==> src/hdl/bskc_pkg.sv <==
// Shared types and constants for the byte stream key cipher.
`default_nettype none

package bskc_pkg;

    // Request command codes
    localparam logic CMD_KEY_LOAD = 1'b0;
    localparam logic CMD_DATA     = 1'b1;

    // Direction codes
    localparam logic DIR_ENCRYPT = 1'b0;
    localparam logic DIR_DECRYPT = 1'b1;

    // Start pointer scramble constant
    localparam logic [7:0] START_XOR = 8'd223;

    // Configuration register indexes
    typedef logic [2:0] t_cfg_index;
    localparam t_cfg_index CFG_MIX_KEY_A       = 3'd0;
    localparam t_cfg_index CFG_MIX_KEY_B       = 3'd1;
    localparam t_cfg_index CFG_MIX_KEY_C       = 3'd2;
    localparam t_cfg_index CFG_MIX_KEY_D       = 3'd3;
    localparam t_cfg_index CFG_KEY_LENGTH_LOG2 = 3'd4;

    localparam logic [3:0] KEY_LENGTH_LOG2_RST = 4'd4;

    typedef struct packed {
        logic       command;
        logic       direction;
        logic       first;
        logic [7:0] param;
        logic [7:0] data_in;
        logic       last_in;
        logic [7:0] key_address;
        logic [7:0] key_value;
    } t_cipher_req;

    typedef struct packed {
        logic [7:0] data_out;
        logic       last_out;
    } t_cipher_rsp;

endpackage

`default_nettype wire

==> src/hdl/byte_stream_key_cipher.sv <==
// Byte stream key cipher: key table, pointer tracking and byte transform.
`default_nettype none

// Byte stream key cipher. Each accepted request either loads one key byte
// (command 0, no response) or encrypts/decrypts one message byte
// (command 1, one response carrying the transformed byte and the last
// mark). Throughput is one request per clock unless responses stall,
// including back-to-back data bytes and key loads mixed with data. An
// accepted data byte moves from the transform stage register into the
// output register once that is free. The accepting edge computes the key
// pointer from the pointer state and captures the key table read; the
// output register takes the registered key byte through the xor/add/mix
// transform. That two-stage split is set by the key table's registered
// read; the pointer update does not depend on the key data, so the next
// byte's read can issue while the current byte is transformed. A stalled
// response holds both stages, and o_req_stall follows i_rsp_stall in the
// same cycle once both stages are full. A key byte written by one request
// is visible to the very next data byte. The key table has no reset and
// no clearing pass; read only entries that were loaded. Key addresses at
// or above MAX_KEY_BYTES are dropped. The first-of-message mark restarts
// the pointer at (param xor 223) masked to the key length and latches
// param for the rest of the message. Write the configuration registers
// only while no request is in flight.
module byte_stream_key_cipher #(
    parameter int MAX_KEY_BYTES = 256
) (
    input  wire                        i_clk,
    input  wire                        i_rst_n,
    // request channel
    input  wire                        i_req_valid,
    output logic                       o_req_stall,
    input  bskc_pkg::t_cipher_req      i_req,
    // response channel
    output logic                       o_rsp_valid,
    input  wire                        i_rsp_stall,
    output bskc_pkg::t_cipher_rsp      o_rsp,
    // configuration write port
    input  wire                        i_cfg_we,
    input  bskc_pkg::t_cfg_index       i_cfg_index,
    input  wire  [7:0]                 i_cfg_data
);

    import bskc_pkg::*;

    // key table address width and largest usable log2 length
    localparam int KEY_AW  = (MAX_KEY_BYTES > 1) ? $clog2(MAX_KEY_BYTES) : 1;
    localparam int MAX_LG2 = $clog2(MAX_KEY_BYTES + 1) - 1;

    // configuration
    logic [7:0] r_mix_a, r_mix_b, r_mix_c, r_mix_d;
    logic [3:0] r_len_log2;

    // message state
    logic [7:0] r_key_ptr, n_key_ptr;
    logic [7:0] r_byte_pos, n_byte_pos;
    logic [7:0] r_msg_param, n_msg_param;

    // key table
    logic [7:0] r_key_mem [MAX_KEY_BYTES];
    logic [7:0] r_key_rd;

    // transform stage
    logic       r_s1_valid;
    logic       r_s1_dir;
    logic       r_s1_last;
    logic [7:0] r_s1_data;
    logic [7:0] r_s1_param;
    logic [7:0] r_s1_ptr;

    // output register
    logic        r_rsp_valid;
    t_cipher_rsp r_rsp;

    // handshake
    logic rsp_free, s1_adv, s1_free, req_acc, data_acc, key_wr;

    assign rsp_free    = !r_rsp_valid || !i_rsp_stall;
    assign s1_adv      = r_s1_valid && rsp_free;
    assign s1_free     = !r_s1_valid || rsp_free;
    assign o_req_stall = !s1_free;
    assign req_acc     = i_req_valid && s1_free;
    assign data_acc    = req_acc && (i_req.command == CMD_DATA);
    assign key_wr      = req_acc && (i_req.command == CMD_KEY_LOAD)
                         && ({1'b0, i_req.key_address} < 9'(MAX_KEY_BYTES));

    // ---------------------------------------------------------------
    // Configuration registers
    // ---------------------------------------------------------------
    always_ff @(posedge i_clk) begin
        if (!i_rst_n) begin
            r_mix_a    <= '0;
            r_mix_b    <= '0;
            r_mix_c    <= '0;
            r_mix_d    <= '0;
            r_len_log2 <= KEY_LENGTH_LOG2_RST;
        end else if (i_cfg_we) begin
            unique case (i_cfg_index)
                CFG_MIX_KEY_A:       r_mix_a    <= i_cfg_data;
                CFG_MIX_KEY_B:       r_mix_b    <= i_cfg_data;
                CFG_MIX_KEY_C:       r_mix_c    <= i_cfg_data;
                CFG_MIX_KEY_D:       r_mix_d    <= i_cfg_data;
                CFG_KEY_LENGTH_LOG2: r_len_log2 <= i_cfg_data[3:0];
                default: ;
            endcase
        end
    end

    // ---------------------------------------------------------------
    // Stage 0: pointer for this byte, pointer state for the next one.
    // Length is clamped to 2**MAX_LG2 (at most 256).
    // ---------------------------------------------------------------
    logic [3:0] len_lg2;
    logic [7:0] len_mask;
    logic [7:0] cur_ptr, cur_pos, cur_param;

    always_comb begin
        len_lg2  = (r_len_log2 > 4'(MAX_LG2)) ? 4'(MAX_LG2) : r_len_log2;
        len_mask = 8'((9'd1 << len_lg2) - 9'd1);
        if (i_req.first) begin
            cur_ptr   = (i_req.param ^ START_XOR) & len_mask;
            cur_pos   = '0;
            cur_param = i_req.param;
        end else begin
            cur_ptr   = r_key_ptr & len_mask;
            cur_pos   = r_byte_pos;
            cur_param = r_msg_param;
        end
        n_key_ptr   = r_key_ptr;
        n_byte_pos  = r_byte_pos;
        n_msg_param = r_msg_param;
        if (data_acc) begin
            n_key_ptr   = 8'(cur_ptr + cur_pos) & len_mask;
            n_byte_pos  = 8'(cur_pos + 8'd1);
            n_msg_param = cur_param;
        end
    end

    always_ff @(posedge i_clk) begin
        if (!i_rst_n) begin
            r_key_ptr   <= '0;
            r_byte_pos  <= '0;
            r_msg_param <= '0;
        end else begin
            r_key_ptr   <= n_key_ptr;
            r_byte_pos  <= n_byte_pos;
            r_msg_param <= n_msg_param;
        end
    end

    // key table: one write port, one registered read port
    always_ff @(posedge i_clk) begin
        if (key_wr) begin
            r_key_mem[i_req.key_address[KEY_AW-1:0]] <= i_req.key_value;
        end
    end

    always_ff @(posedge i_clk) begin
        if (data_acc) begin
            r_key_rd <= r_key_mem[cur_ptr[KEY_AW-1:0]];
        end
    end

    // stage 1 payload
    always_ff @(posedge i_clk) begin
        if (data_acc) begin
            r_s1_dir   <= i_req.direction;
            r_s1_last  <= i_req.last_in;
            r_s1_data  <= i_req.data_in;
            r_s1_param <= cur_param;
            r_s1_ptr   <= cur_ptr;
        end
    end

    always_ff @(posedge i_clk) begin
        if (!i_rst_n) begin
            r_s1_valid <= 1'b0;
        end else if (s1_free) begin
            r_s1_valid <= data_acc;
        end
    end

    // ---------------------------------------------------------------
    // Stage 1: byte transform
    // ---------------------------------------------------------------
    logic [7:0]  key_char, key_half, mix_mask, mix_mult, mix_byte, xf_byte;
    logic [15:0] prod_ab, prod_kp, prod_mp;

    always_comb begin
        key_char = r_key_rd ^ r_s1_param;
        key_half = key_char >> 1;
        prod_ab  = r_mix_a * r_mix_b;
        mix_mask = prod_ab[7:0];
        mix_mult = 8'(r_mix_c + r_mix_d);
        prod_kp  = key_char * r_s1_ptr;
        prod_mp  = mix_mult * r_s1_ptr;
        mix_byte = (prod_kp[7:0] & mix_mask) | prod_mp[7:0];
        case (r_s1_dir)
            DIR_ENCRYPT: xf_byte = 8'((r_s1_data ^ key_char) + key_half) ^ mix_byte;
            default:     xf_byte = 8'((r_s1_data ^ mix_byte) - key_half) ^ key_char;
        endcase
    end

    // output register
    always_ff @(posedge i_clk) begin
        if (!i_rst_n) begin
            r_rsp_valid <= 1'b0;
        end else if (rsp_free) begin
            r_rsp_valid <= r_s1_valid;
        end
    end

    always_ff @(posedge i_clk) begin
        if (s1_adv) begin
            r_rsp.data_out <= xf_byte;
            r_rsp.last_out <= r_s1_last;
        end
    end

    assign o_rsp_valid = r_rsp_valid;
    assign o_rsp       = r_rsp;

    // ---------------------------------------------------------------
    // Assertions
    // ---------------------------------------------------------------
    a_data_enters_s1: assert property (@(posedge i_clk) disable iff (!i_rst_n)
        data_acc |=> r_s1_valid)
        else $error("accepted data byte did not reach transform stage");

    a_key_load_no_rsp: assert property (@(posedge i_clk) disable iff (!i_rst_n)
        (req_acc && i_req.command == CMD_KEY_LOAD) |=> !r_s1_valid)
        else $error("key load produced a transform stage entry");

    a_first_pos: assert property (@(posedge i_clk) disable iff (!i_rst_n)
        (data_acc && i_req.first) |=> (r_byte_pos == 8'd1))
        else $error("byte position not restarted by first byte");

    a_pos_count: assert property (@(posedge i_clk) disable iff (!i_rst_n)
        (data_acc && !i_req.first) |=> (r_byte_pos == 8'($past(r_byte_pos) + 8'd1)))
        else $error("byte position did not advance");

    a_s1_hold: assert property (@(posedge i_clk) disable iff (!i_rst_n)
        (r_s1_valid && !s1_adv) |=> (r_s1_valid && $stable(r_s1_ptr) && $stable(r_key_rd)))
        else $error("stalled transform stage lost its contents");

endmodule

`default_nettype wire

==> config.mk <==
export PLATFORM = sky130hd
export DESIGN_NAME = byte_stream_key_cipher
export DESIGN_NICKNAME = d
export VERILOG_FILES = /design/src/hdl/bskc_pkg.sv /design/src/hdl/byte_stream_key_cipher.sv
export SDC_FILE = /design/constraint.sdc
export NUM_CORES = 2
export LEC_CHECK = 0
export BUFFER_PORTS_ARGS = -buffer_cell sky130_fd_sc_hd__buf_2
export CAP_MARGIN = 20
export CORE_MARGIN = 2
export CORE_UTILIZATION = 40
export DETAILED_ROUTE_END_ITERATION = 8
export GPL_TIMING_DRIVEN = 0
export PLACE_DENSITY = 0.62
export RECOVER_POWER = 25
export REMOVE_ABC_BUFFERS = 1
export SLEW_MARGIN = 20
export SYNTH_ARGS = -nofsm -noshare
export SYNTH_HDL_FRONTEND = slang
export SYNTH_SLANG_ARGS = --single-unit
==> constraint.sdc <==
create_clock -name i_clk -period 7.45 [get_ports i_clk]
set_clock_uncertainty 0.15 [all_clocks]
set_input_delay 0.3725 -clock i_clk [delete_from_list [all_inputs] [get_ports i_clk]]
set_output_delay 0.3725 -clock i_clk [all_outputs]
set_load 0.02 [all_outputs]
==> results.sh <==
export IMPL_status="complete, but fails checks"
export IMPL_failed_checks="capacitance limit, slew limit"
export IMPL_endpoint="r_key_rd[1]"
export IMPL_ys_warn_count=0
export IMPL_ant_nets=0
export IMPL_startpoint="r_len_log2[3]"
export IMPL_vias_per_cell=5.699
export IMPL_ios=63
export IMPL_grt_pass1_vias=54473
export IMPL_path_cells="or4_4, ha_1, o21ba_4, buf_16, buf_16, nand2_8, buf_12, buf_12, buf_16, buf_16, clkinv_8, buf_16, buf_16, buf_16, nand2_1, a311oi_1, a311oi_1, a211oi_2, or4_1, nand4_1, nor3_1"
export IMPL_synthXorXnorAreaFrac_pct=1.077
export IMPL_cp_end_kind="flip-flop"
export IMPL_worstPathMaxFanout=75
export IMPL_setup_viol=0
export IMPL_max_stage_delay_ps=620
export IMPL_syn_to_final_growth_pct=13.03
export IMPL_dieArea_um2=229900
export IMPL_worst_path_most_repeated_cell="buf_16"
export IMPL_met3_usage_pct=3.072
export IMPL_place_area_um2=95320
export IMPL_fillCellCount=19739
export IMPL_fmax_mhz=138.4
export IMPL_grt_pass1_wl_mm=355.8
export IMPL_netlist_area_um2=90430
export IMPL_cts_sinks=2153
export IMPL_clock_root_buffer="clkbuf_16"
export IMPL_cts_htree_levels=4
export IMPL_rrSetupSlack_ps=220
export IMPL_hold_violations=0
export IMPL_dp_cells=9730
export IMPL_clock_latency_ps=850
export IMPL_fin_tns_setup_ps=0
export IMPL_dr_total_vias=57931
export IMPL_r2r_end="r_key_rd[1]"
export IMPL_synthAdderAreaFrac_pct=1.965
export IMPL_critPathBufInv=10
export IMPL_r2r_cells=21
export IMPL_hpwl_mm=140.9
export IMPL_post_route_cell_area_um2=102200
export IMPL_crit_type="flip-flop to flip-flop"
export IMPL_post_synth_cell_area_avg_um2=12.77
export IMPL_synth_top_family_by_area="simple AND/OR/NAND/NOR gates"
export IMPL_rsz0062_at_grt="no"
export IMPL_grt_max_degree=121
export IMPL_grt_busiest_layer="met2"
export IMPL_synthCells=7080
export IMPL_synth_compound_gate_area_share_pct=8.326
export IMPL_holdWs_ps=103.5
export IMPL_numCtsBuffers=211
export IMPL_drt_initial_drc_count=6894
export IMPL_track_usage_pct=20.35
export IMPL_crit_family="buffers and inverters"
export IMPL_synth_cell_types=53
export IMPL_port_buffers=62
export IMPL_antenna_found_initial=9
export IMPL_clockBufferDepth=3
export IMPL_initial_core_util_pct=40.25
export IMPL_use_met1_pct=29.02
export IMPL_fin_crit_ps=7228
export IMPL_fin_crit_sh_pct=97.02
export IMPL_power_uw=26240
export IMPL_final_nets=7173
export IMPL_met2_usage_pct=31.66
export IMPL_tightest_slew_ps=4613
export IMPL_instances_no_fill=10165
export IMPL_maxSlewViolCount=1737
export IMPL_drc_errors=0
export IMPL_layout_common_cells="edfxtp_1 (2091), nand2_1 (1798), nand3_1 (524)"
export IMPL_wl_mm=241.6
export IMPL_place_gp_congestion=0.8367
export IMPL_die_y_um=479.5
export IMPL_slowest_stage="or4_4"
export IMPL_overflow=0
export IMPL_async_flop_share_pct=0
export IMPL_yosysSeqAreaShare_pct=70.81
export IMPL_worst_path_stages=21
export IMPL_wl_per_cell_um=23.77
export IMPL_fp_row_count=174
export IMPL_ys_ff_latch=2153
export IMPL_arrival_ps=7690
export IMPL_drive_above_1_share_pct=7.323
export IMPL_mostFrequentLayoutCell="edfxtp_1"
export IMPL_synth_mux_area_share_pct=0.2325
export IMPL_cts_tree="built"
export IMPL_synthFlopType="edfxtp_1"
export IMPL_p_leak_uw=0.03431
export IMPL_maxCapViolCount=21
export IMPL_hp_class="input pin to flip-flop"
export IMPL_core_um2=224700
export IMPL_synth_edf_count=2091
export IMPL_ir_drop_mv=0.2572
export IMPL_clkTransAtPathRegs_ps=60
export IMPL_worstPathRequired_ps=7910
export IMPL_die_x_um=479.5
export IMPL_synthSimpleGateAreaFrac_pct=14.79
export IMPL_r2r_start="r_len_log2[3]"
export IMPL_critPathLaunchType="flip-flop"
export IMPL_slew_headroom_pct=-207.5
export IMPL_dr_pass1_iters=6
export IMPL_powerDensity_nw_per_um2=256.7
-- registers in the layout, summed over array words and instances (netlist names), 4 cells and up --
| signal | flops |
|---|---|
| o_rsp | 9 |
| r_byte_pos | 8 |
| r_key_mem | 2048 |
| r_key_ptr | 8 |
| r_key_rd | 8 |
| r_len_log2 | 4 |
| r_mix_a | 8 |
| r_mix_b | 8 |
| r_mix_c | 8 |
| r_mix_d | 8 |
| r_msg_param | 8 |
| r_s1_data | 8 |
| r_s1_param | 8 |
| r_s1_ptr | 8 |
-- worst reg2reg max path: stages (launching register included) --
cell and delay [ps]:
dfxtp_1 420, or4_4 620, ha_1 440, o21ba_4 310, buf_16 240, buf_16 280
nand2_8 260, buf_12 260, buf_12 200, buf_16 240, buf_16 240, clkinv_8 320
buf_16 280, buf_16 340, buf_16 260, nand2_1 130, a311oi_1 490, a311oi_1 120
a211oi_2 360, or4_1 300, nand4_1 310, nor3_1 430
-- how the worst min path moves through the flow --
| stage | slack [ps] | from | to | cells past startpoint |
|---|---|---|---|---|
| finish | 100 | i_req[16] | r_s1_last | 2 |
| global route | 80 | i_req[16] | r_s1_last | 2 |
| CTS | 5 | i_req[26] | r_s1_param[1] | 3 |
| detailed placement | 270 | r_s1_last | o_rsp[0] | 0 |
| global placement | 270 | r_s1_last | o_rsp[0] | 0 |
| floorplan | 250 | r_s1_last | o_rsp[0] | 0 |
-- per-stage QoR --
step | utilization [%] | worst slack [ps]
floorplan | - | -40070
global placement | 41.07 | -88520
detailed placement | 42.43 | -651.2
CTS | 45.58 | 24.73
global route | 45.49 | 38.49
finish | 45.49 | 222.2
-- kinds of logic after synthesis --
| kind of cell | Yosys count |
|---|---|
| adders and majority gates | 118 |
| muxes | 21 |
| and+or+nand+nor | 3085 |
| DFF | 2153 |
| AOI/OAI and AO/OA | 990 |
| buffers and inverters | 605 |
| xor gates and xnor gates | 108 |
-- timing repair --
action,4_1_cts,5_1_grt
endpoints found under the hold margin,628,0
pin swaps,0,0
gates cloned,3,2
resized for setup,22,15
hold buffers,46,0
setup buffers,1,0
setup endpoints to repair,8,8
-- cell type report --
class | count | area, um^2 | area share, %
diodes | 4 | 10.01 | 0.009793
multi-input cells | 4323 | 24290 | 23.77
well taps | 2992 | 3744 | 3.663
clock inverters | 123 | 898.4 | 0.8789
flip-flops and latches | 2153 | 64030 | 62.65
clock buffers | 256 | 5523 | 5.403
repair buffers | 226 | 3351 | 3.278
inverters | 88 | 360.3 | 0.3526
-- Yosys cell counts (3+ instances only) --
master	n	share of area [%]
a211o_1	16	0.15
a211oi_1	269	2.2
a211oi_2	10	0.14
a21o_1	15	0.12
a21oi_1	98	0.54
a22o_1	17	0.16
a311oi_1	384	3.7
a31oi_1	130	0.90
and2_1	52	0.36
and3_1	264	1.8
buf_1	52	0.22
buf_2	122	0.68
buf_6	13	0.16
clkbuf_1	328	1.4
clkinv_1	3	0.012
dfxtp_1	62	1.4
edfxtp_1	2091	69
fa_1	40	0.89
ha_1	78	1.1
inv_1	83	0.34
mux2i_1	21	0.23
nand2_1	1808	7.5
nand2b_1	9	0.062
nand3_1	531	2.9
nand3b_1	20	0.17
nand4_1	11	0.076
nor2_1	311	1.3
nor2b_1	21	0.15
nor3_1	16	0.089
nor4_1	17	0.12
nor4b_1	4	0.039
o211ai_1	4	0.033
o21ai_0	32	0.18
o21bai_1	3	0.025
or4_1	17	0.14
xnor2_1	73	0.71
xor2_1	33	0.32
-- power breakdown --
part / leakage, uW / total [uW] / internal (uW) / switching, uW
Combinational: 0.0118 / 2770 / 891 / 1880
Clock: 0.00317 / 10100 / 5590 / 4500
Sequential: 0.0193 / 13400 / 13400 / 24.1
Total: 0.0343 / 26200 / 19800 / 6410
-- metal layers --
metal	vias up	share of wire, %
li1	26194	-
met1	28974	42
met2	2404	47
met3	355	7.8
met4	4	3.4
met5	-	0.012
Power figures use the tool's default switching activity.
